[config.mk]
export PLATFORM = sky130hd
export DESIGN_NAME = upwind_edge_emf
export DESIGN_NICKNAME = d
export VERILOG_FILES = /design/src/design/upw_pkg.sv /design/src/design/upwind_edge_emf.sv
export VERILOG_INCLUDE_DIRS = /design/src /design/src/design
export SDC_FILE = /design/constraint.sdc
export NUM_CORES = 2
export LEC_CHECK = 0
export BUFFER_PORTS_ARGS = -buffer_cell sky130_fd_sc_hd__buf_2
export CELL_PAD_IN_SITES_DETAIL_PLACEMENT = 0
export CELL_PAD_IN_SITES_GLOBAL_PLACEMENT = 1
export CORE_ASPECT_RATIO = 1.25
export CORE_MARGIN = 2
export CORE_UTILIZATION = 44
export CTS_CLUSTER_SIZE = 30
export DETAILED_ROUTE_END_ITERATION = 10
export PLACE_DENSITY = 0.76
export SETUP_SLACK_MARGIN = 0.1
export SLEW_MARGIN = 10
export SYNTH_ARGS = -nofsm -noshare
export SYNTH_HDL_FRONTEND = slang
export SYNTH_SLANG_ARGS = --single-unit
[constraint.sdc]
create_clock -name clk_i -period 6.4 [get_ports clk_i]
set_input_delay 1.6 -clock clk_i [delete_from_list [all_inputs] [get_ports clk_i]]
set_output_delay 1.6 -clock clk_i [all_outputs]
set_load 0.02 [all_outputs]
[src/design/assert_macros.svh]
// assertion macros included by upwind_edge_emf.sv
// each check is clocked on clk_i and disabled while rst_ni is low
`ifndef ASSERT_MACROS_SVH
`define ASSERT_MACROS_SVH

`ifndef NO_ASSERTIONS

// property must hold at every clock edge out of reset
`define ASSERT_PROP(lbl, prop, msg) \
  lbl: assert property (@(posedge clk_i) disable iff (!rst_ni) (prop)) else $error(msg);

// condition must never be true at a clock edge out of reset
`define ASSERT_NEVER(lbl, cond, msg) \
  lbl: assert property (@(posedge clk_i) disable iff (!rst_ni) !(cond)) else $error(msg);

`else

`define ASSERT_PROP(lbl, prop, msg)
`define ASSERT_NEVER(lbl, cond, msg)

`endif

`endif

[src/design/upw_pkg.sv]
package upw_pkg;

  // default width of each emf value
  localparam int unsigned VALUE_WIDTH_DEF = 32;

  // velocity sign codes
  localparam logic [1:0] SIGN_ZERO    = 2'b00;
  localparam logic [1:0] SIGN_POS     = 2'b01;
  localparam logic [1:0] SIGN_NEG_ALT = 2'b10;
  localparam logic [1:0] SIGN_NEG     = 2'b11;

endpackage

[src/design/upwind_edge_emf.sv]
// upwinded edge emf for constrained-transport mhd
//
// input channel: four face emfs, four cell-centred emfs and four normal
// velocity signs arrive as one request, taken at a rising edge where
// in_valid_i is high and in_stall_o is low. output channel: edge_emf_o and
// overflow_o, taken where out_valid_o is high and out_stall_i is low.
// values are signed fixed point; all operands share one format.
//
// a request passes four register stages, the first loaded at the edge that
// accepts it: correction terms, partial sums, exact total at eight times
// scale, then floor shift and saturation into the output register;
// out_valid_o is the valid bit of that last stage. throughput is one
// request per cycle while out_stall_i is low, set by the per-stage
// handshake; overflow_o flags a saturated result.
//
// reset empties every stage; no result is pending afterwards. when the
// receiver stalls, the output holds and each stage fills its bubble before
// in_stall_o rises, so nothing is dropped or repeated.
`include "assert_macros.svh"

module upwind_edge_emf
  import upw_pkg::*;
#(
  parameter int unsigned VALUE_WIDTH = VALUE_WIDTH_DEF
) (
  input  logic                          clk_i,
  input  logic                          rst_ni,
  input  logic                          in_valid_i,
  output logic                          in_stall_o,
  input  logic signed [VALUE_WIDTH-1:0] face_emf_0_i,
  input  logic signed [VALUE_WIDTH-1:0] face_emf_1_i,
  input  logic signed [VALUE_WIDTH-1:0] face_emf_2_i,
  input  logic signed [VALUE_WIDTH-1:0] face_emf_3_i,
  input  logic signed [VALUE_WIDTH-1:0] cell_emf_0_i,
  input  logic signed [VALUE_WIDTH-1:0] cell_emf_1_i,
  input  logic signed [VALUE_WIDTH-1:0] cell_emf_2_i,
  input  logic signed [VALUE_WIDTH-1:0] cell_emf_3_i,
  input  logic signed [1:0]             vel_sign_0_i,
  input  logic signed [1:0]             vel_sign_1_i,
  input  logic signed [1:0]             vel_sign_2_i,
  input  logic signed [1:0]             vel_sign_3_i,
  output logic                          out_valid_o,
  input  logic                          out_stall_i,
  output logic signed [VALUE_WIDTH-1:0] edge_emf_o,
  output logic                          overflow_o
);

  localparam int unsigned W  = VALUE_WIDTH;
  localparam int unsigned DW = W + 1;  // difference of two values
  localparam int unsigned TW = W + 2;  // one correction term, times eight
  localparam int unsigned PW = W + 3;  // partial sums
  localparam int unsigned AW = W + 5;  // exact total, times eight
  localparam int unsigned SW = AW - 3; // total after the divide by eight

  // saturation limits
  localparam logic signed [W-1:0] SAT_MAX = {1'b0, {(W-1){1'b1}}};
  localparam logic signed [W-1:0] SAT_MIN = {1'b1, {(W-1){1'b0}}};

  // one correction term at eight times scale
  function automatic logic signed [TW-1:0] corr(
    input logic [1:0]         sgn,
    input logic signed [W-1:0] a,
    input logic signed [W-1:0] b,
    input logic signed [W-1:0] c,
    input logic signed [W-1:0] d
  );
    logic signed [DW-1:0] dab;
    logic signed [DW-1:0] dcd;
    logic signed [TW-1:0] res;
    dab = DW'(a) - DW'(b);
    dcd = DW'(c) - DW'(d);
    unique case (sgn)
      SIGN_ZERO:    res = TW'(dab) + TW'(dcd);
      SIGN_POS:     res = TW'(dab) <<< 1;
      SIGN_NEG,
      SIGN_NEG_ALT: res = TW'(dcd) <<< 1;
    endcase
    return res;
  endfunction

  logic                 v1_q, v2_q, v3_q, v4_q;
  logic                 rdy1, rdy2, rdy3, rdy4;
  logic                 in_acc;

  logic signed [TW-1:0] t0_q, t1_q, t2_q, t3_q;
  logic signed [DW-1:0] fs01_q, fs23_q;
  logic signed [PW-1:0] p0_q, p1_q, p2_q;
  logic signed [AW-1:0] total_q;
  logic signed [W-1:0]  edge_q, edge_d;
  logic                 ovf_q, ovf_d;

  logic signed [PW-1:0] fsum;
  logic signed [SW-1:0] sh;
  logic                 fits;

  // per-stage handshake, a stage moves when the next one can take it
  assign rdy4   = !v4_q || !out_stall_i;
  assign rdy3   = !v3_q || rdy4;
  assign rdy2   = !v2_q || rdy3;
  assign rdy1   = !v1_q || rdy2;
  assign in_stall_o = !rdy1;
  assign in_acc = in_valid_i && rdy1;

  // valid bits
  always_ff @(posedge clk_i or negedge rst_ni) begin
    if (!rst_ni) begin
      v1_q <= 1'b0;
      v2_q <= 1'b0;
      v3_q <= 1'b0;
      v4_q <= 1'b0;
    end else begin
      if (rdy1) v1_q <= in_valid_i;
      if (rdy2) v2_q <= v1_q;
      if (rdy3) v3_q <= v2_q;
      if (rdy4) v4_q <= v3_q;
    end
  end

  // stage 1: correction terms and face pair sums
  always_ff @(posedge clk_i) begin
    if (in_acc) begin
      t0_q   <= corr(vel_sign_0_i, face_emf_3_i, cell_emf_3_i, face_emf_1_i, cell_emf_0_i);
      t1_q   <= corr(vel_sign_1_i, face_emf_2_i, cell_emf_1_i, face_emf_0_i, cell_emf_0_i);
      t2_q   <= corr(vel_sign_2_i, face_emf_3_i, cell_emf_2_i, face_emf_1_i, cell_emf_1_i);
      t3_q   <= corr(vel_sign_3_i, face_emf_2_i, cell_emf_2_i, face_emf_0_i, cell_emf_3_i);
      fs01_q <= DW'(face_emf_0_i) + DW'(face_emf_1_i);
      fs23_q <= DW'(face_emf_2_i) + DW'(face_emf_3_i);
    end
  end

  // stage 2: pair the terms, face average at eight times scale
  assign fsum = PW'(fs01_q) + PW'(fs23_q);

  always_ff @(posedge clk_i) begin
    if (v1_q && rdy2) begin
      p0_q <= PW'(t0_q) + PW'(t1_q);
      p1_q <= PW'(t2_q) + PW'(t3_q);
      p2_q <= fsum <<< 1;
    end
  end

  // stage 3: exact total
  always_ff @(posedge clk_i) begin
    if (v2_q && rdy3) begin
      total_q <= AW'(p0_q) + AW'(p1_q) + AW'(p2_q);
    end
  end

  // stage 4: floor divide by eight and saturate
  assign sh   = total_q[AW-1:3];
  assign fits = (sh[SW-1] == sh[W-1]) && (sh[SW-2] == sh[W-1]);

  always_comb begin
    if (fits) begin
      edge_d = sh[W-1:0];
      ovf_d  = 1'b0;
    end else if (sh[SW-1]) begin
      edge_d = SAT_MIN;
      ovf_d  = 1'b1;
    end else begin
      edge_d = SAT_MAX;
      ovf_d  = 1'b1;
    end
  end

  always_ff @(posedge clk_i) begin
    if (v3_q && rdy4) begin
      edge_q <= edge_d;
      ovf_q  <= ovf_d;
    end
  end

  assign out_valid_o = v4_q;
  assign edge_emf_o  = edge_q;
  assign overflow_o  = ovf_q;

  // checks
  `ASSERT_PROP(a_sat_value, (out_valid_o && overflow_o) |-> ((edge_emf_o == SAT_MIN) || (edge_emf_o == SAT_MAX)), "overflow without saturated value")
  `ASSERT_PROP(a_acc_fills, in_acc |=> v1_q, "accepted request not in first stage")
  `ASSERT_NEVER(a_stall_empty, in_stall_o && !(v1_q && v2_q && v3_q && v4_q), "input stalled with a bubble in the pipeline")
  `ASSERT_PROP(a_out_fills, (v3_q && rdy4) |=> out_valid_o, "result lost between last stages")

endmodule
**Word level (Yosys, flattened, before mapping)**

Cells that the tools add are included.
W data, S select, Z words.

- Bits in registers: 380

- Equal/unequal tests: 14
- Multiplexer cells: 7
- Reduce and logical (&&, ||, !) cells: 23
- $add $sub $neg: 19

Operator list:

| operator | number |
|---|---|
| $pmux W34 S3 | 4 |
| $sub A32 B32 Y33 | 8 |
| $add A33 B33 Y34 | 5 |
| $add A34 B34 Y35 | 2 |
| $add A32 B32 Y33 | 2 |
| $mux W32 | 2 |
| $add A36 B35 Y37 | 1 |
| $add A35 B35 Y36 | 1 |
| $eq A2 B2 Y1 const B | 8 |
| $eq A2 B1 Y1 const B | 4 |
| $logic_not A2 Y1 | 4 |
| $reduce_or A2 Y1 | 4 |
| $logic_not A1 Y1 | 6 |
| $logic_and A1 B1 Y1 | 5 |
| $logic_or A1 B1 Y1 | 4 |
| $eq A1 B1 Y1 | 2 |
| $mux W1 | 1 |

**Longest topological paths before layout**

- Depth after elaboration: 6
- Mapped depth: 28
- Depth with buffers taken out: 28

**Worst setup path before layout**

Ideal clock, no wire load.

- Path type: input-to-reg
- From: input out_stall_i
- To: register fs01_q[0], enable pin
- Arrival time: 6.495 ns
- Path slack: -0.682 ns
- Cell stages on the path: 3
- Cell sequence: and3_1 > nand3_1 > and2_1

- Word-level cells in the longest chain between the ends: 6

RTL lines:

| element | RTL line | RTL |
|---|---|---|
| start: declaration | upwind_edge_emf.sv:43 | `input logic out_stall_i,` |
| $logic_not A1 Y1 | upwind_edge_emf.sv:97 | `assign rdy4 = !v4_q \|\| !out_stall_i;` |
| $logic_or A1 B1 Y1 | upwind_edge_emf.sv:97 |  |
| $logic_or A1 B1 Y1 | upwind_edge_emf.sv:98 | `assign rdy3 = !v3_q \|\| rdy4;` |
| $logic_or A1 B1 Y1 | upwind_edge_emf.sv:99 | `assign rdy2 = !v2_q \|\| rdy3;` |
| $logic_or A1 B1 Y1 | upwind_edge_emf.sv:100 | `assign rdy1 = !v1_q \|\| rdy2;` |
| $logic_and A1 B1 Y1 | upwind_edge_emf.sv:102 | `assign in_acc = in_valid_i && rdy1;` |
| net in_acc | upwind_edge_emf.sv:83 | `logic in_acc;` |
| end signal: assignment | upwind_edge_emf.sv:126 | `fs01_q <= DW'(face_emf_0_i) + DW'(face_emf_1_i);` |
| end: declaration | upwind_edge_emf.sv:86 | `logic signed [DW-1:0] fs01_q, fs23_q;` |

The timed path passes the listed nets, and every way through them passes these cells.
A chain may end at the register's enable or synchronous reset.

**Worst setup path after layout**

- From: input face_emf_1_i[0]
- To: register t2_q[28] (data pin)

- Word-level cells in the longest chain between the ends: 3

RTL lines:

| element | RTL line | RTL |
|---|---|---|
| start: declaration | upwind_edge_emf.sv:31 | `input logic signed [VALUE_WIDTH-1:0] face_emf_1_i,` |
| $sub A32 B32 Y33 * | upwind_edge_emf.sv:71 | `dcd = DW'(c) - DW'(d);` |
| $add A33 B33 Y34 | upwind_edge_emf.sv:73 | `SIGN_ZERO: res = TW'(dab) + TW'(dcd);` |
| $pmux W34 S3 * | upwind_edge_emf.sv:72 | `unique case (sgn)` |
| end signal: assignment | upwind_edge_emf.sv:124 | `t2_q <= corr(vel_sign_2_i, face_emf_3_i, cell_emf_2_i, face_emf_1_i, cell_emf_1_i);` |
| end: declaration | upwind_edge_emf.sv:85 | `logic signed [TW-1:0] t0_q, t1_q, t2_q, t3_q;` |

Mark *: on every way between the ends. The rest lies on a longest branch, timed or not.

==> metrics.txt <==
# TYPE chip_impl_metric gauge
chip_impl_info{name="worst_setup_ep_type",value="register"} 1
chip_impl_metric{name="grt_use_total",unit=""} 0.294
chip_impl_metric{name="synth_edf_count",unit=""} 373
chip_impl_metric{name="grt_pass1_wl",unit="mm"} 217
chip_impl_info{name="hp-start",value="v3_q"} 1
chip_impl_metric{name="ctsHtreeMaxLevel",unit=""} 2
chip_impl_info{name="outcome",value="complete, no violations"} 1
chip_impl_metric{name="gp_congestion",unit=""} 0.946
chip_impl_metric{name="grt_max_degree",unit=""} 88
chip_impl_metric{name="placed_area",unit="µm²"} 50200
chip_impl_metric{name="mappedNetlistArea",unit="µm²"} 41800
chip_impl_metric{name="clockBufferDepth",unit=""} 3
chip_impl_metric{name="post-place-ws",unit="ps"} -781
chip_impl_metric{name="fp.dieW",unit="µm"} 280
chip_impl_info{name="worst_reg2reg_path_startpoint",value="t2_q[0]"} 1
chip_impl_metric{name="detail_route.vias_per_cell",unit=""} 5.62
chip_impl_info{name="rsz0062_at_grt",value="yes"} 1
chip_impl_info{name="most_frequent_cells_in_the_layout",value="746 x buf_4, 577 x ha_1, 468 x a21oi_1"} 1
chip_impl_metric{name="crit_arrival",unit="ps"} 6600
chip_impl_metric{name="cts-hold-fix-buffers",unit=""} 0
chip_impl_metric{name="drt-total-wl",unit="mm"} 147
chip_impl_metric{name="fp-row-count",unit=""} 126
chip_impl_info{name="cts_root_buf",value="clkbuf_16"} 1
chip_impl_metric{name="syn_inst",unit=""} 4745
chip_impl_metric{name="cts.sinks",unit=""} 377
chip_impl_metric{name="achievable-frequency",unit="MHz"} 161
chip_impl_metric{name="setup_ws",unit="ps"} 179
chip_impl_info{name="regToRegEndpoint",value="p1_q[32]"} 1
chip_impl_metric{name="report.final.slew_viol_count",unit=""} 0
chip_impl_info{name="tritoncts",value="done"} 1
chip_impl_metric{name="initial_utilization",unit=""} 0.443
chip_impl_metric{name="r2r_cells",unit=""} 16
chip_impl_metric{name="max-slew-margin-rel",unit=""} 0.259
chip_impl_metric{name="worstPathMaxFanout",unit=""} 4
chip_impl_metric{name="route.antenna.remaining_nets",unit=""} 0
chip_impl_metric{name="hold_path_depth",unit=""} 1
chip_impl_metric{name="number_of_global_route_vias_before_repair",unit=""} 38595
chip_impl_metric{name="finalHoldViolations",unit=""} 0
chip_impl_metric{name="area_delta_synth_final",unit="%"} 25.4
chip_impl_metric{name="area_of_all_placed_cells_without_fillers",unit="µm²"} 52400
chip_impl_metric{name="yosys_warnings",unit=""} 0
chip_impl_metric{name="final_worst_path_period_need",unit="ps"} 6220
chip_impl_metric{name="n_fill_cell",unit=""} 8856
chip_impl_metric{name="fp.dieArea",unit="µm²"} 97500
chip_impl_metric{name="globalRouteOverflowTotal",unit=""} 0
chip_impl_metric{name="initialDrtViolationCount",unit=""} 2511
chip_impl_info{name="min_delay_worst_type",value="register to register"} 1
chip_impl_info{name="critical_path.startpoint_type",value="input pin"} 1
chip_impl_metric{name="regToRegSetupSlack",unit="ps"} 1610
chip_impl_metric{name="netlist-cell-type-count",unit=""} 84
chip_impl_info{name="critPathSlowestCell",value="fa_2"} 1
chip_impl_metric{name="yosys_register_bits",unit=""} 377
chip_impl_metric{name="net_count_synth",unit=""} 5647
chip_impl_metric{name="fin_worst_skew",unit="ps"} 34.7
chip_impl_metric{name="worstMarginPinSlew",unit="ps"} 1110
chip_impl_metric{name="critical-path-max-stage-delay",unit="ps"} 380
chip_impl_metric{name="number_of_i_o_port_buffers",unit=""} 302
chip_impl_metric{name="layout.nets",unit=""} 6674
chip_impl_metric{name="remaining_drc_errors",unit=""} 0
chip_impl_metric{name="hold_slack",unit="ps"} 490
chip_impl_metric{name="p_leak",unit="nW"} 24.4
chip_impl_info{name="worstHoldEndpoint",value="out_valid_o"} 1
chip_impl_metric{name="crit_required",unit="ps"} 6780
chip_impl_metric{name="wire_per_inst",unit="µm"} 20.9
chip_impl_metric{name="maxCapViolations",unit=""} 0
chip_impl_metric{name="worstSkewPairLatency",unit="ps"} 630
chip_impl_metric{name="syn-mean-instance-area",unit="µm²"} 8.81
chip_impl_metric{name="core_box_area",unit="µm²"} 94300
chip_impl_metric{name="final-setup-viol-count",unit=""} 0
chip_impl_info{name="dominantRegCellSynth",value="edfxtp_1"} 1
chip_impl_metric{name="final.period_utilization",unit=""} 0.972
chip_impl_metric{name="layout-drive-gt1-share",unit=""} 0.225
chip_impl_info{name="crit_type",value="input pin to register"} 1
chip_impl_metric{name="p_per_area",unit="nW/µm²"} 352
chip_impl_metric{name="asyncSetResetFlopFracSynth",unit=""} 0.0106
chip_impl_metric{name="vdd.ir_drop.worst",unit="mV"} 0.219
chip_impl_metric{name="grt_antenna_before_repair",unit=""} 11
chip_impl_metric{name="firstDrtPassIters",unit=""} 5
chip_impl_metric{name="clock_slew_at_reported_path_ffs",unit="ps"} 60
chip_impl_metric{name="cts_inserted_buffers",unit=""} 45
chip_impl_metric{name="via_count",unit=""} 39489
chip_impl_metric{name="dieHeight",unit="µm"} 349
chip_impl_metric{name="yosysSeqAreaShare",unit=""} 0.270
chip_impl_metric{name="ios",unit=""} 303
chip_impl_info{name="mostFrequentLayoutCell",value="buf_4"} 1
chip_impl_metric{name="dpl.hpwl",unit="mm"} 126
## metal layers
layer,global-route usage,vias up,share of wire
met5,0,-,0.00017
met2,0.503,1013,0.47
li1,-,19565,-
met4,0.0971,4,0.035
met3,0.0289,198,0.052
met1,0.387,18709,0.44
## stage by stage
step / cells / TNS (ps) / utilization / power, mW
floorplan: 4745 / 0 / - / 11.6
global placement: 6918 / -22950 / 0.532 / 15.3
detailed placement: 6918 / -26910 / 0.532 / 15.5
CTS: 7005 / 0 / 0.549 / 18.2
global route: 7026 / -340 / 0.556 / 19.8
finish: 7029 / 0 / 0.556 / 18.4
## how the worst max path moves through the flow
| stage | depth (start not counted) | end | slack, ps | from |
|---|---|---|---|---|
| 2_1_floorplan | 26 | t0_q[32] | 80 | face_emf_3_i[0] |
| 3_3_place_gp | 29 | t3_q[30] | -730 | face_emf_2_i[0] |
| 3_5_place_dp | 29 | t3_q[33] | -780 | face_emf_2_i[0] |
| 4_1_cts | 29 | t0_q[32] | 60 | face_emf_3_i[0] |
| 5_1_grt | 30 | t2_q[28] | -100 | face_emf_1_i[0] |
| 6_report | 30 | t2_q[28] | 180 | face_emf_1_i[0] |
## sequential cells by signal, indices dropped and copies added, names as in the netlist
register / count
edge_emf_o: 32
fs01_q: 33
fs23_q: 33
out_valid_o: 1
overflow_o: 1
p0_q: 35
p1_q: 35
p2_q: 34
t0_q: 34
t1_q: 34
t2_q: 34
t3_q: 34
total_q: 34
v1_q: 1
v2_q: 1
v3_q: 1
## cell usage after synthesis (15+ instances only)
cell,instances,share of area
ha_1,583,0.17
a21oi_1,491,0.059
edfxtp_1,373,0.27
nor2_1,359,0.032
nand2_1,346,0.031
inv_1,321,0.029
xnor2_1,320,0.067
o21ai_0,272,0.033
a21o_1,241,0.043
xor2_1,149,0.031
o21a_1,128,0.023
nand3_1,80,0.0096
nor2b_1,80,0.012
nand2b_1,76,0.011
o21bai_1,74,0.013
nor3_1,72,0.0086
clkbuf_1,64,0.0057
and3_1,52,0.0078
fa_1,51,0.024
a211oi_1,47,0.0084
a31oi_1,46,0.0069
o211ai_1,42,0.0075
nand4_1,35,0.0052
and2_1,29,0.0043
o31ai_1,29,0.0052
or3_1,27,0.0040
o31a_1,24,0.0050
or2_2,22,0.0033
a21boi_0,19,0.0034
mux2_2,16,0.0043
mux2i_1,16,0.0038
o22ai_1,15,0.0022
## layout make-up
type | instances | area (µm²) | share of cell area
flip-flops and latches | 377 | 11300 | 0.216
clock inverters | 29 | 293 | 0.00559
clock buffers | 53 | 1160 | 0.0221
inverters | 327 | 1230 | 0.0236
diodes | 6 | 15.0 | 0.000286
repair buffers | 1055 | 7240 | 0.138
multi-input cells | 3966 | 29700 | 0.566
well taps | 1216 | 1520 | 0.0290
## power breakdown
part	leakage, nW	switching (mW)	internal [mW]
sequential	3.64	0.295	3.93
clock	0.697	1.15	1.43
combinational	20.1	6.33	5.29
## repair_timing
action / CTS / global route
pin swaps: 15 / 81
setup buffers: 5 / 18
endpoints found under the setup margin: 19 / 50
gates resized for setup: 17 / 125
## worst max-delay path: cells and delay by family
family	cells	cell delay, ps
fa+ha+maj	3	840
mux	2	500
simple gates	4	610
xor+xnor	2	270
buf+inv	5	430
compound gates	14	2310
## cell families (layout without fill, tap and decap cells)
family                   Yosys count  count (layout)  share of synthesized area
multiplexers                      32              32                    0.00814
buffers and inverters            402            1464                     0.0361
XOR/XNOR                         469             469                     0.0983
adder cells (fa/ha/maj)          638             638                      0.200
flip-flops                       377             377                      0.270
other                              0               6                          0
AO/OA/AOI/OAI                   1606            1606                      0.250
AND/OR/NAND/NOR                 1221            1221                      0.138
Note: power is estimated with default switching activity, not from simulation.
